===== src/rtl/core/crsf_pkg.sv =====
package crsf_pkg;

  localparam int MAX_FRAME     = 64;
  localparam int CHANNEL_COUNT = 16;
  localparam int STORE_DEPTH   = 22;
  localparam int PAYLOAD_START = 3;
  localparam int CHAN_BITS     = 11;
  localparam int STORE_BITS    = STORE_DEPTH * 8;
  localparam int POS_W         = $clog2(MAX_FRAME + 1);
  localparam int CHIDX_W       = 4;

  localparam logic [7:0] SYNC_RESET = 8'd200;
  localparam logic [7:0] POLY_RESET = 8'd213;
  localparam logic [7:0] RC_RESET   = 8'd22;

  localparam logic [1:0] REG_SYNC_ADDRESS  = 2'd0;
  localparam logic [1:0] REG_CRC_POLY      = 2'd1;
  localparam logic [1:0] REG_RC_FRAME_TYPE = 2'd2;

  typedef struct packed {
    logic take_byte;
    logic emit;
  } cmd_t;

  typedef struct packed {
    logic out_free;
    logic burst_start;
    logic last_chan;
  } stat_t;

  // one byte through the CRC-8, MSB first
  function automatic logic [7:0] crc8_step(input logic [7:0] crc, input logic [7:0] b,
                                           input logic [7:0] poly);
    logic [7:0] c;
    c = crc ^ b;
    for (int i = 0; i < 8; i++) begin
      c = c[7] ? ((c << 1) ^ poly) : (c << 1);
    end
    return c;
  endfunction

endpackage


===== src/rtl/core/crsf_ctrl.sv =====
module crsf_ctrl (
  input  logic           clk,
  input  logic           rst,
  input  logic           rx_valid,
  output logic           rx_ready,
  input  crsf_pkg::stat_t stat,
  output crsf_pkg::cmd_t  cmd
);
  import crsf_pkg::*;

  typedef enum logic {
    ST_RECV,
    ST_BURST
  } state_t;

  state_t state;

  assign rx_ready      = (state == ST_RECV) && stat.out_free;
  assign cmd.take_byte = rx_valid && rx_ready;
  assign cmd.emit      = (state == ST_BURST) && stat.out_free;

  always_ff @(posedge clk) begin
    if (rst) begin
      state <= ST_RECV;
    end else begin
      case (state)
        ST_RECV: begin
          if (cmd.take_byte && stat.burst_start) state <= ST_BURST;
        end
        ST_BURST: begin
          if (cmd.emit && stat.last_chan) state <= ST_RECV;
        end
        default: state <= ST_RECV;
      endcase
    end
  end

endmodule


===== src/rtl/core/crsf_dp.sv =====
module crsf_dp (
  input  logic            clk,
  input  logic            rst,
  input  logic            cfg_write,
  input  logic [1:0]      cfg_index,
  input  logic [7:0]      cfg_data,
  input  logic [7:0]      rx_byte,
  input  crsf_pkg::cmd_t  cmd,
  output crsf_pkg::stat_t stat,
  output logic            out_valid,
  input  logic            out_ready,
  output logic [7:0]      frame_type,
  output logic [7:0]      frame_length,
  output logic            crc_ok,
  output logic            channel_valid,
  output logic [3:0]      channel_index,
  output logic [10:0]     channel_value,
  output logic            last
);
  import crsf_pkg::*;

  logic [7:0]            sync_address;
  logic [7:0]            crc_poly;
  logic [7:0]            rc_frame_type;

  logic                  in_frame;
  logic [POS_W-1:0]      byte_position;
  logic [7:0]            declared_length;
  logic [7:0]            type_held;
  logic [7:0]            crc_accum;
  logic [STORE_BITS-1:0] payload_store;
  logic [CHIDX_W-1:0]    emit_index;

  logic [7:0]       len_eff;
  logic [7:0]       type_eff;
  logic [8:0]       end_full;
  logic [8:0]       end_pos;
  logic [8:0]       pos_plus1;
  logic             done;
  logic             len_ok;
  logic             frame_ok;
  logic [POS_W-1:0] store_idx;
  logic             store_en;
  logic             single_load;

  assign len_eff   = (byte_position == POS_W'(1)) ? rx_byte : declared_length;
  assign type_eff  = (byte_position == POS_W'(2)) ? rx_byte : type_held;
  assign end_full  = {1'b0, len_eff} + 9'd2;
  assign end_pos   = (end_full > 9'(MAX_FRAME)) ? 9'(MAX_FRAME) : end_full;
  assign pos_plus1 = 9'(byte_position) + 9'd1;
  assign done      = pos_plus1 >= end_pos;
  assign len_ok    = (len_eff >= 8'd2) && (end_full <= 9'(MAX_FRAME));
  assign frame_ok  = len_ok && (byte_position >= POS_W'(PAYLOAD_START)) &&
                     (rx_byte == crc_accum);
  assign store_idx = byte_position - POS_W'(PAYLOAD_START);
  assign store_en  = !done && (byte_position >= POS_W'(PAYLOAD_START)) &&
                     (store_idx < POS_W'(STORE_DEPTH));

  assign stat.out_free    = !out_valid || out_ready;
  assign stat.burst_start = in_frame && done && frame_ok && (type_eff == rc_frame_type);
  assign stat.last_chan   = emit_index == CHIDX_W'(CHANNEL_COUNT - 1);

  assign single_load = cmd.take_byte && in_frame && done && !stat.burst_start;

  always_ff @(posedge clk) begin
    if (rst) begin
      sync_address  <= SYNC_RESET;
      crc_poly      <= POLY_RESET;
      rc_frame_type <= RC_RESET;
    end else if (cfg_write) begin
      case (cfg_index)
        REG_SYNC_ADDRESS:  sync_address  <= cfg_data;
        REG_CRC_POLY:      crc_poly      <= cfg_data;
        REG_RC_FRAME_TYPE: rc_frame_type <= cfg_data;
        default: ;
      endcase
    end
  end

  // frame tracking, CRC and payload capture
  always_ff @(posedge clk) begin
    if (rst) begin
      in_frame        <= 1'b0;
      byte_position   <= '0;
      declared_length <= '0;
      type_held       <= '0;
      crc_accum       <= '0;
      payload_store   <= '0;
      emit_index      <= '0;
    end else if (cmd.take_byte) begin
      if (!in_frame) begin
        if (rx_byte == sync_address) begin
          in_frame        <= 1'b1;
          byte_position   <= POS_W'(1);
          declared_length <= '0;
          type_held       <= '0;
          crc_accum       <= '0;
          payload_store   <= '0;
          emit_index      <= '0;
        end
      end else begin
        if (byte_position == POS_W'(1)) declared_length <= rx_byte;
        if (byte_position == POS_W'(2)) type_held <= rx_byte;
        if (!done && byte_position >= POS_W'(2)) begin
          crc_accum <= crc8_step(crc_accum, rx_byte, crc_poly);
        end
        for (int i = 0; i < STORE_DEPTH; i++) begin
          if (store_en && store_idx == POS_W'(i)) payload_store[i*8 +: 8] <= rx_byte;
        end
        if (done) begin
          in_frame      <= 1'b0;
          byte_position <= '0;
          emit_index    <= '0;
        end else begin
          byte_position <= byte_position + POS_W'(1);
        end
      end
    end else if (cmd.emit) begin
      // channels leave from the low end of the store, 11 bits at a time
      payload_store <= payload_store >> CHAN_BITS;
      emit_index    <= emit_index + CHIDX_W'(1);
    end
  end

  // output word register
  always_ff @(posedge clk) begin
    if (rst) begin
      out_valid <= 1'b0;
    end else if (single_load || cmd.emit) begin
      out_valid <= 1'b1;
    end else if (out_ready) begin
      out_valid <= 1'b0;
    end
  end

  always_ff @(posedge clk) begin
    if (single_load) begin
      frame_type    <= type_eff;
      frame_length  <= len_eff;
      crc_ok        <= frame_ok;
      channel_valid <= 1'b0;
      channel_index <= '0;
      channel_value <= '0;
      last          <= 1'b1;
    end else if (cmd.emit) begin
      frame_type    <= type_held;
      frame_length  <= declared_length;
      crc_ok        <= 1'b1;
      channel_valid <= 1'b1;
      channel_index <= emit_index;
      channel_value <= payload_store[CHAN_BITS-1:0];
      last          <= stat.last_chan;
    end
  end

endmodule


===== src/rtl/core/crsf_frame_receiver.sv =====
// Frame receiver for the serial RC link.
// Input: one received byte per word on rx_valid/rx_ready/rx_byte. Bytes outside
// a frame are dropped until one equals the sync address register.
// Output: result words on out_valid/out_ready. Every finished frame gives one
// word with its type, length and CRC status and last set; a good frame of the
// RC channel type instead gives CHANNEL_COUNT words, one per 11-bit channel,
// with last on the final one.
// Config: cfg_write/cfg_index/cfg_data, index 0 sync address, 1 CRC polynomial,
// 2 RC frame type; other indexes are ignored. Write only while idle.
// Timing: a frame's single result word is on the output the cycle after its last
// byte is taken; a good RC frame instead starts a channel burst that holds off
// input until the final channel word is sent, one word per cycle through the
// shifting payload store while out_ready stays high, longer while it is low.
// A byte is only taken when the output register is empty or being drained,
// so a stalled output stalls the input. Reset (rst, synchronous) returns the
// registers to their defaults, drops any partial frame and empties the output.
module crsf_frame_receiver (
  input  logic        clk,
  input  logic        rst,
  input  logic        cfg_write,
  input  logic [1:0]  cfg_index,
  input  logic [7:0]  cfg_data,
  input  logic        rx_valid,
  output logic        rx_ready,
  input  logic [7:0]  rx_byte,
  output logic        out_valid,
  input  logic        out_ready,
  output logic [7:0]  frame_type,
  output logic [7:0]  frame_length,
  output logic        crc_ok,
  output logic        channel_valid,
  output logic [3:0]  channel_index,
  output logic [10:0] channel_value,
  output logic        last
);
  import crsf_pkg::*;

  cmd_t  cmd;
  stat_t stat;

  crsf_ctrl u_ctrl (
    .clk      (clk),
    .rst      (rst),
    .rx_valid (rx_valid),
    .rx_ready (rx_ready),
    .stat     (stat),
    .cmd      (cmd)
  );

  crsf_dp u_dp (
    .clk           (clk),
    .rst           (rst),
    .cfg_write     (cfg_write),
    .cfg_index     (cfg_index),
    .cfg_data      (cfg_data),
    .rx_byte       (rx_byte),
    .cmd           (cmd),
    .stat          (stat),
    .out_valid     (out_valid),
    .out_ready     (out_ready),
    .frame_type    (frame_type),
    .frame_length  (frame_length),
    .crc_ok        (crc_ok),
    .channel_valid (channel_valid),
    .channel_index (channel_index),
    .channel_value (channel_value),
    .last          (last)
  );

endmodule


===== config.mk =====
export PLATFORM = sky130hd
export DESIGN_NAME = crsf_frame_receiver
export DESIGN_NICKNAME = d
export VERILOG_FILES = /design/src/rtl/core/crsf_pkg.sv /design/src/rtl/core/crsf_ctrl.sv /design/src/rtl/core/crsf_dp.sv /design/src/rtl/core/crsf_frame_receiver.sv
export SDC_FILE = /design/constraint.sdc
export NUM_CORES = 1
export LEC_CHECK = 0
export ABC_AREA = 1
export BUFFER_PORTS_ARGS = -buffer_cell sky130_fd_sc_hd__buf_2
export CAP_MARGIN = 10
export CORE_UTILIZATION = 35
export DETAILED_ROUTE_END_ITERATION = 8
export GPL_TIMING_DRIVEN = 0
export PLACE_DENSITY = 0.51
export SETUP_SLACK_MARGIN = 0.1
export SLEW_MARGIN = 0
export SYNTH_ARGS = -nofsm -noshare
export SYNTH_HDL_FRONTEND = slang
export SYNTH_SLANG_ARGS = --single-unit

===== constraint.sdc =====
create_clock -name clk -period 5.54 [get_ports clk]
set_input_delay 0.277 -clock clk [delete_from_list [all_inputs] [get_ports clk]]
set_output_delay 0.277 -clock clk [all_outputs]
set_load 0.01 [all_outputs]

After elaboration in Yosys (flattened, before gate mapping)
Cells that the tools add are included.

storage, ports and cells
  output and inout port bits = 36
  bits in registers = 272
  memories = 0
  RAM bits = 0
  bits in read-only memories = 0
  latch bits = 0

cells by class
  divide/modulo/power cells = 0
  multiplexer cells = 64
  shifts and indexed selects = 0
  equality and inequality tests = 54
  add/sub/neg operators = 5
  reduce and logical (&&, ||, !) cells = 78
  bitwise operators = 10
  multiply operators = 0
  order comparisons = 7

operator list
  operator                                                         number
  two-way mux 176 bit                                              4
  two-way mux 8 bit                                                41
  AND reduction 3 bit                                              24
  bitwise XOR 8 bit                                                9
  inequality test 3 bit (second input constant)                    23
  equality test 7 x 4 -> 1 bit (second input constant)             8
  equality test 7 x 5 -> 1 bit (second input constant)             6
  logical AND 1 bit                                                39
  equality test 7 x 3 -> 1 bit (second input constant)             4
  equality test 8 bit                                              3
  equality test 7 x 2 -> 1 bit (second input constant)             3
  two-way mux 7 bit                                                3
  two-way mux 4 bit                                                5
  equality test 7 x 1 -> 1 bit (second input constant)             2
  >= comparator 7 x 2 -> 1 bit (second input constant)             2
  adder 8 x 2 -> 9 bit (second input constant)                     1
  >= comparator 9 bit                                              1
  > comparator 9 x 7 -> 1 bit (second input constant)              1
  less-or-equal comparator 9 x 7 -> 1 bit (second input constant)  1
  two-way mux 1 bit                                                9
  two-way mux 9 bit                                                1
  adder 7 x 1 -> 8 bit (second input constant)                     1
  >= comparator 8 x 2 -> 1 bit (second input constant)             1
  AND reduction 2 bit                                              4
  16 further kinds                                                 22

Logic depth before layout (Yosys ltp)
  depth in word-level cells = 19
  gate-level depth with buffers = 36
  depth with buffers taken out = 34

Modules after synthesis
Synthesis repeated with hierarchy kept, for this count alone.

second synthesis, totals
  cell total of the unflattened synthesis = 1767
  area total of the unflattened synthesis = 13120.1 um2

modules (own cells, without submodules)
  module     cells an instance  area each (um2)  instances
  crsf_dp    1756               13055.0          1
  crsf_ctrl  11                 65.1             1

Worst setup path after synthesis
Ideal clock, no wire load.

  path kind = flip-flop to flip-flop
  start point = register u_dp.byte_position[1]
  end point = register u_dp.payload_store[103]
  data required time = 5.466 ns
  library setup time = 0.074 ns
  period minus slack after synthesis = 4.593 ns
  arrival = 4.519 ns
  stages on the path, launching flop included = 33
  slack = 0.947 ns
  path buffers = 2
  path through = dfxtp_1 inv_1 ha_1 nand3_4 buf_6 o21ai_1 ha_1 nand3_1 nor3_1 xor2_1 nor2_1 o21ai_1 inv_2 nand2_1 ha_1 a21oi_1 o21ai_0 nor2_1 nor2_1 o21ai_0 nand2_1 a41oi_1 inv_1 nor2_1 inv_1 nor2_4 nand2_1 nor2_1 nand2_1 a21oi_2 buf_2 o21ai_0 a31oi_1

between the ends
  longest elaborated chain between the ends = 12
  elaborated cells between the ends (all ways) = 17

ends and longest elaborated chain
  what                                        line            text
  from (decl)                                 crsf_dp.sv:27   logic [POS_W-1:0] byte_position;
  from (signal assigned)                      crsf_dp.sv:115  byte_position <= byte_position + POS_W'(1);
  equality test 7 x 1 -> 1 bit                crsf_dp.sv:46   assign len_eff = (byte_position == POS_W'(1)) ? rx_byte : declared_length;
  two-way mux 8 bit                           crsf_dp.sv:46
  adder 8 x 2 -> 9 bit                        crsf_dp.sv:48   assign end_full = {1'b0, len_eff} + 9'd2;
  > comparator 9 x 7 -> 1 bit                 crsf_dp.sv:49   assign end_pos = (end_full > 9'(MAX_FRAME)) ? 9'(MAX_FRAME) : end_full;
  two-way mux 9 bit                           crsf_dp.sv:49
  >= comparator 9 bit                         crsf_dp.sv:51   assign done = pos_plus1 >= end_pos;
  logical NOT 1 bit                           crsf_dp.sv:56   assign store_en = !done && (byte_position >= POS_W'(PAYLOAD_START)) &&
  logical AND 1 bit (2 in a row)              crsf_dp.sv:56
  logical AND 1 bit (*)                       crsf_dp.sv:108  if (store_en && store_idx == POS_W'(i)) payload_store[i*8 +: 8] <= rx_byte;
  inequality test 3 bit (no source line) (*)  -
  AND reduction 3 bit (no source line) (*)    -
  to (signal, indexed assignment)             crsf_dp.sv:108
  to (signal assigned)                        crsf_dp.sv:120  payload_store <= payload_store >> CHAN_BITS;
  to (decl)                                   crsf_dp.sv:31   logic [STORE_BITS-1:0] payload_store;

Mark *: on every way between the ends. The rest lies on a longest branch, timed or not.
A chain may end at the register's enable or synchronous reset.

Worst setup path after layout
  start point = register u_dp.byte_position[5]
  end point = register u_dp.payload_store[100]

The elaborated chain is that of the path after synthesis.

==> flow_metrics.tcl <==
set metrics [dict create \
    slew_headroom_pct 32.4 \
    layout_commonest_cell "nand2_1" \
    syn-mean-instance-area_sq_um 7.32 \
    drive_gt1_share_pct 14.7 \
    totalWireLength_um 43200 \
    dp_slack_ns -0.246 \
    row_count 70 \
    nets 1966 \
    initial_utilization_pct 35.8 \
    power_density_mw_per_mm2 314 \
    num_vias 12650 \
    grt_pass1_vias 12033 \
    num_antenna_cells 0 \
    power_mw 4.91 \
    synth_largest_area_cell "dfxtp_1" \
    setup_violations 0 \
    die-area_sq_mm 0.0384 \
    syn-cell-area_sq_mm 0.0132 \
    synth_area_leaders "dfxtp_1 (39%), nand2_1 (15%), o21ai_0 (8.3%)" \
    fin_crit_ns 5.14 \
    synth_top_family_by_area "simple AND/OR/NAND/NOR gates" \
    crit_arrival_ns 5.65 \
    antenna_found_initial 0 \
    p_leak_nw 6.26 \
    cts_root_buf "clkbuf_16" \
    wire_per_inst_um 17.9 \
    die_y_um 196 \
    htreeDepth 1 \
    crit_fanout 8 \
    io_buffers 58 \
    syn_to_final_growth_pct 19.0 \
    critPathRequiredTime_ns 6.05 \
    criticalPathCategory "reg2reg" \
    ir_worst_vdd_mv 0.230 \
    drv_cap 0 \
    dpl.hpwl_um 30700 \
    cp_slowest_cell "dfxtp_4" \
    hp-class "in2reg" \
    clock_latency_ns 0.59 \
    syn_nets 1836 \
    dr.pass1.iters 5 \
    drv_slew 0 \
    yosys.area_share.adder_pct 1.62 \
    place_area_sq_mm 0.0140 \
    cpMostUsedCell "inv_2" \
    place_congestion 0.848 \
    fp.dieW_um 196 \
    max_freq_mhz 195 \
    grt_first_pass_wirelength_um 68500 \
    cp-end-kind "flop" \
    rsz0062_at_grt "no" \
    avgViaCountPerCell 5.24 \
    synth-seq-cells 272 \
    period_share_pct 92.7 \
    status "completed" \
    drt_iter0_drc 1050 \
    cts_buffer_depth 3 \
    core_area_sq_mm 0.0368 \
    clkSinkCount 272 \
    io_pins 59 \
    synth_compound_area_share_pct 21.2 \
    setup.worst_path.start_class "flop" \
    final_hold_viol_count 0 \
    cts_tree "done" \
    synthFlopType "dfxtp_1" \
    syn_inst 1796 \
    fin_area_sq_mm 0.0156 \
    ys_seq_area_share_pct 42.7 \
    worst_pin_slew_ns 1.01 \
    synth_xor_xnor_area_share_pct 3.03 \
    synth_edf_count 17 \
    n_fill_cell 3837 \
    grt_overflow 0 \
    grt_max_degree 18 \
    ant_nets 0 \
    yosys.area.top_type_share_pct 38.8 \
    drc 0 \
    layout_common_cells "nand2_1 (505), dfxtp_1 (252), o21ai_0 (216), a31oi_1 (165), inv_1 (108)" \
    muxShareOfSynthArea_pct 0 \
    track_usage_pct 22.5 \
    crit_path_max_incr_delay_ns 0.37 \
    numCtsBuffers 30 \
    yosysUniqueCellTypes 46 \
    clk_pin_slew_ns 0.06 \
    timing.final.ws_setup_ns 0.402 \
    synth-async-reset-ratio_pct 0 \
    fin_skew_ns 0.0224 \
    yosys.area_share.simple_pct 23.9 \
    synth.yosys.warnings 0 \
]
==> cells in the mapped netlist (6+ instances only) <==
cell,number
nand2_1,510
dfxtp_1,255
o21ai_0,219
a31oi_1,165
inv_1,114
nand3_1,81
nor2_1,75
clkbuf_1,74
a21oi_1,54
xor2_1,24
a21oi_2,23
buf_2,18
nand2_2,18
edfxtp_1,17
ha_1,17
xnor2_1,16
buf_1,11
inv_2,11
nor3_1,10
a211oi_1,9
nand2_4,9
nand3_2,8
buf_6,7
nand4_1,7
o21ai_1,6
==> report_power, final <==
group / leakage (nW) / switching (mW) / total (mW) / internal [mW]
clock network: 0.508 / 0.851 / 2.07 / 1.22
logic: 3.51 / 0.541 / 0.821 / 0.280
registers: 2.24 / 0.0161 / 2.01 / 2.00
total: 6.26 / 1.41 / 4.91 / 3.50
==> per-stage QoR <==
step	utilization, %	instances	hold slack [ns]	setup TNS, ns
after floorplan	-	1796	0.403	0
after global placement	38.1	2322	0.455	-5.63
after detailed placement	38.1	2322	0.457	-10.08
after CTS	41.3	2384	0.101	0
after global routing	42.5	2416	0.156	0
final	42.5	2416	0.122	0
==> registers in the layout, summed over array words and instances (netlist names), 4 cells and up <==
signal / flops
u_dp.rc_frame_type: 8
u_dp.frame_length: 8
u_dp.channel_value: 11
u_dp.sync_address: 8
u_dp.crc_poly: 8
u_dp.emit_index: 4
u_dp.type_held: 8
u_dp.frame_type: 8
u_dp.declared_length: 8
u_dp.byte_position: 7
u_dp.channel_index: 4
u_dp.crc_accum: 8
u_dp.payload_store: 176
==> kinds of logic (layout without fill, tap and decap cells) <==
logic type	after synthesis	count (layout)
DFF	272	272
adders and majority gates	17	17
xor gates and xnor gates	43	43
other	1	1
AOI/OAI and AO/OA	488	488
buffers and inverters	238	390
and+or+nand+nor	737	737
==> final cells by class <==
class	count	area (sq um)	area share, %
Inverter	126	475	3.04
Tap cell	468	586	3.74
Multi-Input combinational cell	1286	6760	43.2
Timing Repair Buffer	98	612	3.91
Clock inverter	8	119	0.760
Clock buffer	46	911	5.82
Sequential cell	272	5620	35.9
Buffer	112	562	3.59
==> routing by layer <==
layer	vias up	share of wire (%)	track usage, %
met4	0	2.7	6.71
met1	5960	48	31.3
met3	74	4.9	2.65
met2	302	45	36.4
met5	-	0	0
li1	6314	-	-
==> worst paths after layout <==
path                                           start                                    to  slack [ns]  cells after the start
setup / recovery  u_dp.byte_position[5]$_SDFFE_PP0P_  u_dp.payload_store[100]$_SDFFE_PP0P_        0.40                     33
hold / removal                          cfg_index[1]     u_dp.sync_address[3]$_SDFFE_PP1P_        0.12                      4
setup reg to reg  u_dp.byte_position[5]$_SDFFE_PP0P_  u_dp.payload_store[100]$_SDFFE_PP0P_        0.40                     33
hold reg to reg   u_dp.channel_value[8]$_SDFFE_PN0P_    u_dp.channel_value[8]$_SDFFE_PN0P_        0.46                      2
==> what timing repair did <==
action	CTS	global route
hold endpoints to repair	18	0
hold buffers	8	0
pin swaps	0	20
gates resized for setup	11	77
endpoints found under the setup margin	155	201
cloned	0	1
buffers inserted	0	31
==> worst max-delay path, delay by kind of cell (launching register included) <==
kind	cells	cell delay, ns
XOR/XNOR	1	0.17
buffers and inverters	7	0.80
adder cells (fa/ha/maj)	2	0.49
AO/OA/AOI/OAI	9	1.50
flip-flops	1	0.37
AND/OR/NAND/NOR	14	1.71
Power figures use the tool's default switching activity.
